### src/lcwe_pkg.sv
// ----------------------------------------------------------------------------
// lcwe_pkg
// Shared types and constants for the lru cache with expiry.
// ----------------------------------------------------------------------------
`default_nettype none

package lcwe_pkg;

   localparam int DEPTH   = 16;
   localparam int ADDR_W  = $clog2(DEPTH);
   localparam int RANK_W  = $clog2(DEPTH);
   localparam int CNT_W   = $clog2(DEPTH + 1);
   localparam int WORD_W  = 32;

   localparam logic [1:0] CMD_GET  = 2'd0;
   localparam logic [1:0] CMD_PUSH = 2'd1;
   localparam logic [1:0] CMD_TICK = 2'd2;

   localparam logic CSR_CAPACITY = 1'b0;
   localparam logic CSR_MAX_AGE  = 1'b1;

   typedef struct packed {
      logic [1:0]         command;
      logic signed [31:0] key;
      logic signed [31:0] value;
   } req_type;

   typedef struct packed {
      logic               hit;
      logic signed [31:0] data;
      logic               evicted;
   } rsp_type;

   typedef struct packed {
      logic [WORD_W-1:0] key;
      logic [WORD_W-1:0] value;
      logic [WORD_W-1:0] stamp;
   } entry_type;

   // capacity of zero acts as one, anything above the depth acts as the depth
   function automatic logic [CNT_W-1:0] eff_capacity(input logic [4:0] cap);
      int c;
      c = int'(cap);
      if (c < 1) c = 1;
      if (c > DEPTH) c = DEPTH;
      return CNT_W'(c);
   endfunction

endpackage

`default_nettype wire

### src/lru_cache_with_expiry_top.sv
// ----------------------------------------------------------------------------
// lru_cache_with_expiry_top
// Key-value store in least-recently-used order with a read age limit.
// ----------------------------------------------------------------------------
// Entries live in a synchronous memory (key, value, stamp) beside a rank
// memory; valid bits sit in flip-flops. A get or push is taken in the idle
// state, then walks all DEPTH entries once to find the key and the least recent
// entry, decides in ST_DECIDE, then walks the rank memory again to renumber
// the recency order, and loads the result in ST_DONE. A get that misses or
// finds a stale entry skips the renumbering walk. A tick or an unused command
// goes from the idle state straight to ST_DONE, without either walk. One
// transfer is worked on at a time; the next may be taken while the previous
// result still waits on rsp_stall, and a waiting result holds the block in its
// last cycle. There is no clearing pass.
`default_nettype none

module lru_cache_with_expiry_top (
   input  wire logic             clock,
   input  wire logic             reset,
   input  wire logic             req_valid,
   output logic                  req_stall,
   input  wire lcwe_pkg::req_type req_payload,
   output logic                  rsp_valid,
   input  wire logic             rsp_stall,
   output lcwe_pkg::rsp_type     rsp_payload,
   input  wire logic             csr_we,
   input  wire logic             csr_index,
   input  wire logic [31:0]      csr_wdata
);
   import lcwe_pkg::*;

   localparam logic [2:0] ST_IDLE   = 3'd0;
   localparam logic [2:0] ST_SCAN   = 3'd1;
   localparam logic [2:0] ST_DECIDE = 3'd2;
   localparam logic [2:0] ST_RANK   = 3'd3;
   localparam logic [2:0] ST_DONE   = 3'd4;

   entry_type           kvs_mem [DEPTH];
   logic [RANK_W-1:0]   rank_mem [DEPTH];

   logic [2:0]          state_ff, state_in;
   logic [4:0]          cap_ff;
   logic [WORD_W-1:0]   max_age_ff;
   logic [WORD_W-1:0]   time_ff;
   logic [CNT_W-1:0]    occ_ff;
   logic [DEPTH-1:0]    valid_ff;
   req_type             cur_ff;
   logic [CNT_W-1:0]    cnt_ff;
   logic                rd_v_ff;
   logic [ADDR_W-1:0]   rd_addr_ff;
   entry_type           kvs_q_ff;
   logic [RANK_W-1:0]   rank_q_ff;
   logic                found_ff;
   logic [ADDR_W-1:0]   slot_ff;
   logic [RANK_W-1:0]   slot_rank_ff;
   entry_type           slot_ent_ff;
   logic                vic_found_ff;
   logic [ADDR_W-1:0]   vic_ff;
   logic [RANK_W:0]     thr_ff;
   logic [ADDR_W-1:0]   tgt_ff;
   logic                hit_ff;
   logic [WORD_W-1:0]   data_ff;
   logic                ev_ff;
   logic                rsp_valid_ff;
   rsp_type             rsp_ff;

   logic                issue;
   logic [ADDR_W-1:0]   rd_addr;
   logic                kvs_we;
   logic [ADDR_W-1:0]   kvs_waddr;
   entry_type           kvs_wdata;
   logic                rank_we;
   logic [RANK_W-1:0]   rank_wdata;
   logic                out_free;
   logic                evict;
   logic [DEPTH-1:0]    valid_post;
   logic                free_found;
   logic [ADDR_W-1:0]   free_slot;
   logic [WORD_W-1:0]   age;
   logic [CNT_W-1:0]    occ_last;

   assign out_free    = !rsp_valid_ff || !rsp_stall;
   assign req_stall   = (state_ff != ST_IDLE);
   assign rsp_valid   = rsp_valid_ff;
   assign rsp_payload = rsp_ff;

   assign issue   = (state_ff == ST_SCAN || state_ff == ST_RANK) && (cnt_ff < CNT_W'(DEPTH));
   assign rd_addr = cnt_ff[ADDR_W-1:0];
   assign occ_last = occ_ff - CNT_W'(1);
   assign age     = time_ff - slot_ent_ff.stamp;
   assign evict   = (occ_ff >= eff_capacity(cap_ff)) && (occ_ff != '0) && vic_found_ff;

   always_comb begin
      valid_post = valid_ff;
      if (evict) valid_post[vic_ff] = 1'b0;
      free_found = 1'b0;
      free_slot  = '0;
      for (int i = DEPTH - 1; i >= 0; i--) begin
         if (!valid_post[i]) begin
            free_found = 1'b1;
            free_slot  = ADDR_W'(i);
         end
      end
   end

   // memories
   always_ff @(posedge clock) begin
      if (kvs_we) kvs_mem[kvs_waddr] <= kvs_wdata;
      if (rank_we) rank_mem[rd_addr_ff] <= rank_wdata;
      if (issue) begin
         kvs_q_ff  <= kvs_mem[rd_addr];
         rank_q_ff <= rank_mem[rd_addr];
      end
   end

   always_comb begin
      kvs_we    = 1'b0;
      kvs_waddr = slot_ff;
      kvs_wdata = '{key: cur_ff.key, value: cur_ff.value, stamp: time_ff};
      if (state_ff == ST_DECIDE && cur_ff.command == CMD_PUSH) begin
         if (found_ff) begin
            kvs_we = 1'b1;
         end else if (free_found) begin
            kvs_we    = 1'b1;
            kvs_waddr = free_slot;
         end
      end
   end

   // renumber ranks: target goes to zero, more recent valid entries move down
   always_comb begin
      rank_we    = 1'b0;
      rank_wdata = rank_q_ff + RANK_W'(1);
      if (state_ff == ST_RANK && rd_v_ff) begin
         if (rd_addr_ff == tgt_ff) begin
            rank_we    = 1'b1;
            rank_wdata = '0;
         end else if (valid_ff[rd_addr_ff] && ({1'b0, rank_q_ff} < thr_ff)) begin
            rank_we = 1'b1;
         end
      end
   end

   always_comb begin
      state_in = state_ff;
      unique case (state_ff)
         ST_IDLE: begin
            if (req_valid) begin
               if (req_payload.command == CMD_GET || req_payload.command == CMD_PUSH)
                  state_in = ST_SCAN;
               else
                  state_in = ST_DONE;
            end
         end
         ST_SCAN:   if (!issue && !rd_v_ff) state_in = ST_DECIDE;
         ST_DECIDE: begin
            state_in = ST_DONE;
            if (cur_ff.command == CMD_GET) begin
               if (found_ff && age <= max_age_ff) state_in = ST_RANK;
            end else if (found_ff || free_found) begin
               state_in = ST_RANK;
            end
         end
         ST_RANK:   if (!issue && !rd_v_ff) state_in = ST_DONE;
         ST_DONE:   if (out_free) state_in = ST_IDLE;
         default:   state_in = ST_IDLE;
      endcase
   end

   always_ff @(posedge clock) begin
      if (reset) begin
         state_ff     <= ST_IDLE;
         cap_ff       <= 5'd16;
         max_age_ff   <= 32'd1000;
         time_ff      <= '0;
         occ_ff       <= '0;
         valid_ff     <= '0;
         rd_v_ff      <= 1'b0;
         rsp_valid_ff <= 1'b0;
      end else begin
         state_ff <= state_in;
         rd_v_ff  <= issue;
         if (csr_we) begin
            if (csr_index == CSR_CAPACITY) cap_ff <= csr_wdata[4:0];
            else                           max_age_ff <= csr_wdata;
         end
         if (state_ff == ST_DONE && out_free) rsp_valid_ff <= 1'b1;
         else if (!rsp_stall)                 rsp_valid_ff <= 1'b0;
         if (state_ff == ST_IDLE && req_valid && req_payload.command == CMD_TICK)
            time_ff <= time_ff + WORD_W'(1);
         if (state_ff == ST_DECIDE && cur_ff.command == CMD_PUSH && !found_ff) begin
            if (free_found) begin
               valid_ff <= valid_post | (DEPTH'(1) << free_slot);
               occ_ff   <= evict ? occ_ff : occ_ff + CNT_W'(1);
            end else begin
               valid_ff <= valid_post;
               if (evict) occ_ff <= occ_last;
            end
         end
      end
   end

   always_ff @(posedge clock) begin
      rd_addr_ff <= rd_addr;
      if (issue) cnt_ff <= cnt_ff + CNT_W'(1);
      unique case (state_ff)
         ST_IDLE: begin
            cur_ff       <= req_payload;
            cnt_ff       <= '0;
            found_ff     <= 1'b0;
            vic_found_ff <= 1'b0;
            hit_ff       <= 1'b0;
            data_ff      <= '0;
            ev_ff        <= 1'b0;
         end
         ST_SCAN: begin
            if (rd_v_ff && valid_ff[rd_addr_ff]) begin
               if (!found_ff && kvs_q_ff.key == cur_ff.key) begin
                  found_ff     <= 1'b1;
                  slot_ff      <= rd_addr_ff;
                  slot_rank_ff <= rank_q_ff;
                  slot_ent_ff  <= kvs_q_ff;
               end
               if (!vic_found_ff && CNT_W'(rank_q_ff) == occ_last) begin
                  vic_found_ff <= 1'b1;
                  vic_ff       <= rd_addr_ff;
               end
            end
         end
         ST_DECIDE: begin
            cnt_ff <= '0;
            if (cur_ff.command == CMD_PUSH && !found_ff) begin
               ev_ff  <= evict;
               tgt_ff <= free_slot;
               // a new entry pushes every other valid entry down
               thr_ff <= (RANK_W + 1)'(DEPTH);
            end else begin
               tgt_ff <= slot_ff;
               thr_ff <= {1'b0, slot_rank_ff};
            end
            if (cur_ff.command == CMD_GET && found_ff && age <= max_age_ff) begin
               hit_ff  <= 1'b1;
               data_ff <= slot_ent_ff.value;
            end
         end
         ST_RANK: ;
         ST_DONE: begin
            if (out_free) begin
               rsp_ff.hit     <= hit_ff;
               rsp_ff.data    <= data_ff;
               rsp_ff.evicted <= ev_ff;
            end
         end
         default: ;
      endcase
   end

endmodule

`default_nettype wire

### config.mk
export PLATFORM = sky130hd
export DESIGN_NAME = lru_cache_with_expiry_top
export DESIGN_NICKNAME = d
export VERILOG_FILES = /design/src/lcwe_pkg.sv /design/src/lru_cache_with_expiry_top.sv
export SDC_FILE = /design/constraint.sdc
export NUM_CORES = 2
export LEC_CHECK = 0
export BUFFER_PORTS_ARGS = -buffer_cell sky130_fd_sc_hd__buf_2
export CORE_MARGIN = 2
export CORE_UTILIZATION = 60
export CTS_BUF_LIST = sky130_fd_sc_hd__clkbuf_4 sky130_fd_sc_hd__clkbuf_8
export DETAILED_ROUTE_END_ITERATION = 6
export GPL_ROUTABILITY_DRIVEN = 1
export PLACE_DENSITY_LB_ADDON = 0.25
export SLEW_MARGIN = 0
export SYNTH_ARGS = -nofsm -noshare
export SYNTH_HDL_FRONTEND = slang
export SYNTH_SLANG_ARGS = --single-unit
### constraint.sdc
create_clock -name clock -period 9.2 [get_ports clock]
set_clock_uncertainty 0.2 [all_clocks]
set_input_delay 0 -clock clock [delete_from_list [all_inputs] [get_ports clock]]
set_output_delay 0 -clock clock [all_outputs]
set_load 0.01 [all_outputs]
# ---- Word-level counts from Yosys, hierarchy flattened
# Memory sizes are Yosys's and may differ from the RTL's. A register that Yosys moved wholly into a read port is not among the register bits.
# Index checks and enable logic that the tools add are counted.
dict set report word_totals {
  regBits 325
  mem_count 2
  mem_bits_rw 1600
  latchBits 0
  wordCells 204
  romBits 0
}
dict set report op_classes {
  order_cmp 9
  shifts 1
  bitwise 4
  reduce_logical 49
  muxes 83
  eq_ne 21
  addsub 6
  div 0
  multipliers 0
}
# name depth width rd rd_clocked_by_memory_dff write_ports line_no
set memory_table {}
lappend memory_table {kvs_mem 16 96 1 1 1 lru_cache_with_expiry_top.sv:38} ;# entry_type kvs_mem [DEPTH];
lappend memory_table {rank_mem 16 4 1 1 1 lru_cache_with_expiry_top.sv:39} ;# logic [RANK_W-1:0] rank_mem [DEPTH];
# operator n
set op_table {}
lappend op_table {{$mux 4} 22}
lappend op_table {{$pmux 32 s2} 1}
lappend op_table {{$mux 1} 36}
lappend op_table {{$add 32x1->32 const B} 1}
lappend op_table {{$eq 32x32->1} 1}
lappend op_table {{$gt 32x6->1 const B} 1}
lappend op_table {{$le 32x32->1} 1}
lappend op_table {{$mux 16} 2}
lappend op_table {{$mux 32} 1}
lappend op_table {{$sub 32x32->32} 1}
lappend op_table {{$mux 5} 6}
lappend op_table {{$mux 3} 8}
lappend op_table {{$logic_and 1x1->1} 19}
lappend op_table {{$and 16x16->16} 1}
lappend op_table {{$ne 2x1->1 const B} 8}
lappend op_table {{$not 16->16} 1}
lappend op_table {{$or 16x16->16} 1}
lappend op_table {{$shl 1x4->16 const A} 1}
lappend op_table {{$pmux 3 s5} 1}
lappend op_table {{$reduce_and 3->1} 5}
lappend op_table {{$add 5x1->5 const B} 2}
lappend op_table {{$lt 4x5->1 const B} 2}
lappend op_table {{$reduce_and 2->1} 5}
lappend op_table {{$pmux 1 s2} 4}
lappend op_table {{27 further kinds} 42}

# ---- Longest topological paths before layout
dict set report logic_depth {
  word_depth 29
  mapped_depth 22
  depth_no_buf 22
}

# ---- Worst setup path before layout
# OpenSTA, ideal clock, no wires.
dict set report synth_timing {
  kind {register to register}
  from {register cap_ff[1]}
  to {memory kvs_mem[11][0] (netlist bit), enable pin}
  synth_period_minus_slack_ns 8.009
  t_required_ns 8.418
  stages_incl_launch_ff 14
  slack_ns 1.191
  t_arrival_ns 7.227
  setup_time_ns 0.582
  cell_sequence {dfxtp_1 > nor3_1 > nor2_1 > nor2_1 > ha_1 > nand2b_1 > a31oi_1 > o21a_1 > nor2_2 > a311o_1 > a41o_1 > a21oi_1 > nand3_1 > a21oi_1}
}
dict set report synth_via {
  elab_chain_len 29
}
# item line_no
set synth_rtl {}
lappend synth_rtl {{from (decl)} lru_cache_with_expiry_top.sv:42} ;# logic [4:0] cap_ff;
lappend synth_rtl {{from (signal assigned)} lru_cache_with_expiry_top.sv:184} ;# if (csr_index == CSR_CAPACITY) cap_ff <= csr_wdata[4:0];
lappend synth_rtl {{$lt 5x1->1} lcwe_pkg.sv:44} ;# if (c < 1) c = 1;
lappend synth_rtl {{$mux 5 (*)} lcwe_pkg.sv:44}
lappend synth_rtl {{$gt 32x6->1} lcwe_pkg.sv:45} ;# if (c > DEPTH) c = DEPTH;
lappend synth_rtl {{$mux 5 (*)} lcwe_pkg.sv:45}
lappend synth_rtl {{$ge 5x5->1 (*)} lru_cache_with_expiry_top.sv:91} ;# assign evict = (occ_ff >= eff_capacity(cap_ff)) && (occ_ff != '0) && vic_found_ff;
lappend synth_rtl {{$logic_and 1x1->1 (*) (2 in series)} lru_cache_with_expiry_top.sv:91}
lappend synth_rtl {{$mux 16 (*)} lru_cache_with_expiry_top.sv:95} ;# if (evict) valid_post[vic_ff] = 1'b0;
lappend synth_rtl {{$mux 1 (16 in series)} lru_cache_with_expiry_top.sv:99} ;# if (!valid_post[i]) begin
lappend synth_rtl {{$mux 1} lru_cache_with_expiry_top.sv:123} ;# end else if (free_found) begin
lappend synth_rtl {{$mux 1} lru_cache_with_expiry_top.sv:121} ;# if (found_ff) begin
lappend synth_rtl {{$mux 1} lru_cache_with_expiry_top.sv:120} ;# if (state_ff == ST_DECIDE && cur_ff.command == CMD_PUSH) begin
lappend synth_rtl {{$mux 1} lru_cache_with_expiry_top.sv:108} ;# if (kvs_we) kvs_mem[kvs_waddr] <= kvs_wdata;
lappend synth_rtl {{$mux 1 (implied by the code)} lru_cache_with_expiry_top.sv:108}
lappend synth_rtl {{to (decl)} lru_cache_with_expiry_top.sv:38}
# Every way passes the cells marked *; elsewhere a longest branch is shown, timed or not.

# ---- Worst setup path after layout
dict set report layout_timing {
  from {register time_ff[0]}
  to {register data_ff[2], enable pin}
}
dict set report layout_via {
  elab_chain_len 5
}
# item line_no
set layout_rtl {}
lappend layout_rtl {{from (decl)} lru_cache_with_expiry_top.sv:44} ;# logic [WORD_W-1:0] time_ff;
lappend layout_rtl {{from (signal assigned)} lru_cache_with_expiry_top.sv:190} ;# time_ff <= time_ff + WORD_W'(1);
lappend layout_rtl {{$sub 32x32->32} lru_cache_with_expiry_top.sv:90} ;# assign age = time_ff - slot_ent_ff.stamp;
lappend layout_rtl {{$le 32x32->1} lru_cache_with_expiry_top.sv:241} ;# if (cur_ff.command == CMD_GET && found_ff && age <= max_age_ff) begin
lappend layout_rtl {{$logic_and 1x1->1} lru_cache_with_expiry_top.sv:241}
lappend layout_rtl {{$ne 2x1->1 (no line)} -}
lappend layout_rtl {{$reduce_and 2->1 (no line)} -}
lappend layout_rtl {{to (signal assigned)} lru_cache_with_expiry_top.sv:243} ;# data_ff <= slot_ent_ff.value;
lappend layout_rtl {{to (decl)} lru_cache_with_expiry_top.sv:62} ;# logic [WORD_W-1:0] data_ff;
# No other way between the ends.
# A chain may end at the register's enable or synchronous reset.

==> run metrics <==
power density over the cells=221.2 nW/um2; Syn. warnings=0; clk slew on worst S/H paths=about 0.060 ns; Synth Area in XOR/XNOR=under 10%; Routed WL=173500 um; clock tree buffer depth=4; CTS buffer count=328; Post-Synth Simple-Gate Area=2.837%; Netlist cell types=69; via/cell ratio=6.246; Synth Area in Adders=around 1.2%; Hold Path End=cur_ff[49]; RSZ-0062 raised after global routing=false; startpoint type of the worst setup path=flop; sequential area share after synthesis=76.66%; number of antenna violations at the first check in global routing=10; Setup Buffers After CTS=0; Rows=132; I/O pin count=140; CP Capture Type=flop; Yosys top cell area share=approximately 74%; die area=around 130000 um2; Crit Path Class=reg -> reg; worst skew pair latency=1.02 ns; Hold Path Stages=3; Resized cells post-CTS=0; Num Clock Sinks=2025; largest net degree at the start of global routing=~110; max_cap viols=0; commonest non-fill, non-tap cells in the layout=1921 x edfxtp_1, 505 x mux4_2, 345 x clkbuf_8, 312 x dlygate4sd3_1, 145 x nand2_1; slew margin rel.=13.83%; All-Layer GR Usage=between 20% and 30%; Pwr Total=between 0.015 and 0.02 W; compound-cell area share of the yosys netlist=roughly 2.2%; hold crit path type=in -> reg; global route total overflow=0; Hold-fix buffers, CTS=between 300 and 400; final hold vios=0; status=finished, final reports clean; core area=~130000 um2; DRT antenna net count=0; Final GP Congestion=slightly below 0.9; worst reg2reg path depth=21; Die Width=364.5 um; worst slew pin tran=between 1 and 1.5 ns; flop-to-flop setup slack=between 2 and 3 ns; Slew Limit Fails=0; syn_nets=a little under 4000; CTS tree=yes; async set-reset flop share out of synthesis=0%; final setup fails=0; area growth from synthesis to layout=15.67%; Total Negative Setup Slacks=0 ns; r2r endpoint=data_ff[2]; Layout Nets=4539; Synth Flop Type=edfxtp_1; Synth Cell Area=~78000 um2; Crit Path Max Fanout=33; Worst EP arrival=6.79 ns; DR WL/cell=27.42 um; H-tree depth=5; largest cells by area after synthesis=edfxtp_1 74%, mux4_2 15%, dfxtp_1 2.7%; Syn Area/Cell=around 21 um2; PortBufs=139; f_max=between 150 and 200 MHz; Yosys reg bits=between 2000 and 2500; clk root buf=clkbuf_8; worst reg2reg path startpoint=time_ff[0]; Initial Util=60.29%; P_leak=about 30 nW; Synth Instances=3681; CP required=9.59 ns; HP Start=req_payload[49]; post-synth top area cell=edfxtp_1; via count=approximately 40000; maximum vdd drop=about 0.00017 V; Final min period=about 6.4 ns; Non-Filler Instances=6329; worst path cell trace=inv_1 > ha_1 > inv_1 > fa_1 > a211oi_1 > o21ai_0 > a21oi_1 > o31ai_1 > nor3_2 > o31ai_1 > a221o_1 > o311ai_1 > ha_1 > nand4_1 > nor3_1 > nand2_1 > nor4_1 > a21oi_1 > or4_1 > a21boi_4 > buf_4; Slowest-stage cell, CP=dfxtp_1; Starting DRT DRC Count=4565; Tcrit/Tclk final=a little over two thirds; Post-synth EDFFs=around 1900; Die H=approximately 360 um; share of cells above drive strength 1=roughly a quarter; Worst path max stage delay=about 0.77 ns; Placed Cells=around 5500; HPWL Detailed=between 80000 and 90000 um; Final Util=between 60% and 70%; mux share of post-synthesis cell area=between 10 and 15%; vias in the first global route=between 40000 and 50000; commonest non-fill, non-tap cell in the layout=edfxtp_1; Pre-antenna DRT Iters=5; residual DRC count=0; main combinational cell family by area after synthesis=multiplexers; global-route wire length before repair=255300 um
[worst max-delay path, delay by kind of cell, from the launching register on]
family,cells,cell delay [ns]
AO/OA/AOI/OAI,9,2.19
flip-flops,1,0.77
AND/OR/NAND/NOR,6,1.33
adder cells (fa/ha/maj),3,0.79
buffers and inverters,3,0.70
[worst max path at each step]
| stage | from | endpoint | slack (ns) | depth (start not counted) |
|---|---|---|---|---|
| 2_1_floorplan | cap_ff[1] | kvs_mem[11][0] | 1.19 | 13 |
| 3_3_place_gp | time_ff[0] | data_ff[2] | 2.95 | 21 |
| 3_5_place_dp | time_ff[0] | data_ff[2] | 2.79 | 23 |
| 4_1_cts | time_ff[0] | data_ff[2] | 2.83 | 23 |
| 5_1_grt | time_ff[0] | data_ff[2] | 2.26 | 23 |
| 6_report | time_ff[0] | data_ff[2] | 2.80 | 21 |
[where the power goes]
part,leakage [nW],internal [W],switching (W),total [W]
registers,19.6,0.0108,0.000455,0.0112
logic,7.58,0.000713,0.000794,0.00151
clock network,3.20,0.00388,0.00336,0.00724
total,30.4,0.0153,0.00460,0.0200
[layout make-up]
cell class                      count  area, um2
Sequential cell                  2025      59780
Fill cell                        7712      39140
Multi-Input combinational cell   1407      17440
Clock buffer                      432       5401
Timing Repair Buffer              502       4402
Tap cell                         1742       2180
Clock inverter                    121      605.6
Inverter                           94      355.3
Antenna cell                        6      15.01
[stage by stage]
step	area (um2)	hold slack [ns]	setup slack, ns
2_1_floorplan	77970	-0.1103	1.191
3_3_place_gp	81040	-0.02402	2.947
3_5_place_dp	81040	-0.02191	2.793
4_1_cts	90170	0.002496	2.826
5_1_grt	90180	0.05582	2.259
6_report	90180	0.08972	2.802
[layer usage]
metal / vias to the layer above / share of wire [%] / GRT usage [%] / wire length, um
met5: - / 0 / 0 / 0
met4: 0 / 1.9 / 7.292 / 3294
met3: 291 / 9.5 / 5.482 / 16460
met2: 2037 / 48 / 41.44 / 83580
met1: 20616 / 40 / 38.96 / 70190
li1: 16587 / - / - / -
[cells in the mapped netlist, types with 8 or more instances]
cell type,number
nand2b_1,16
a21oi_1,85
dfxtp_1,104
clkbuf_1,106
xor2_1,61
a21o_1,21
edfxtp_1,1921
ha_1,76
nand2_1,145
a31oi_1,15
or3_1,8
o21bai_1,8
and2_1,8
o21ai_0,50
mux2i_1,8
nor3_1,23
nand3_1,35
and3_1,45
o211ai_1,18
nor2b_1,13
inv_1,94
nor4_1,11
nand4_1,23
xnor2_1,40
buf_1,42
mux4_2,505
nor2_1,96
[cell families (layout without fill, tap and decap cells)]
family / after synthesis / in the layout
flops: 2025 / 2025
mux: 514 / 514
simple gates: 448 / 448
compound gates: 267 / 267
buf+inv: 249 / 1149
xor+xnor: 101 / 101
fa+ha+maj: 77 / 77
other cells: 0 / 6
[sequential cells by signal (all words and copies together), names as in the netlist, 5 cells and up]
name,count
kvs_mem,1536
occ_ff,5
slot_ent_ff,64
kvs_q_ff,96
cnt_ff,5
cap_ff,5
rank_mem,64
data_ff,32
rsp_payload,34
thr_ff,5
cur_ff,66
time_ff,32
max_age_ff,32
valid_ff,16
Note: power is estimated with default switching activity, not from simulation.
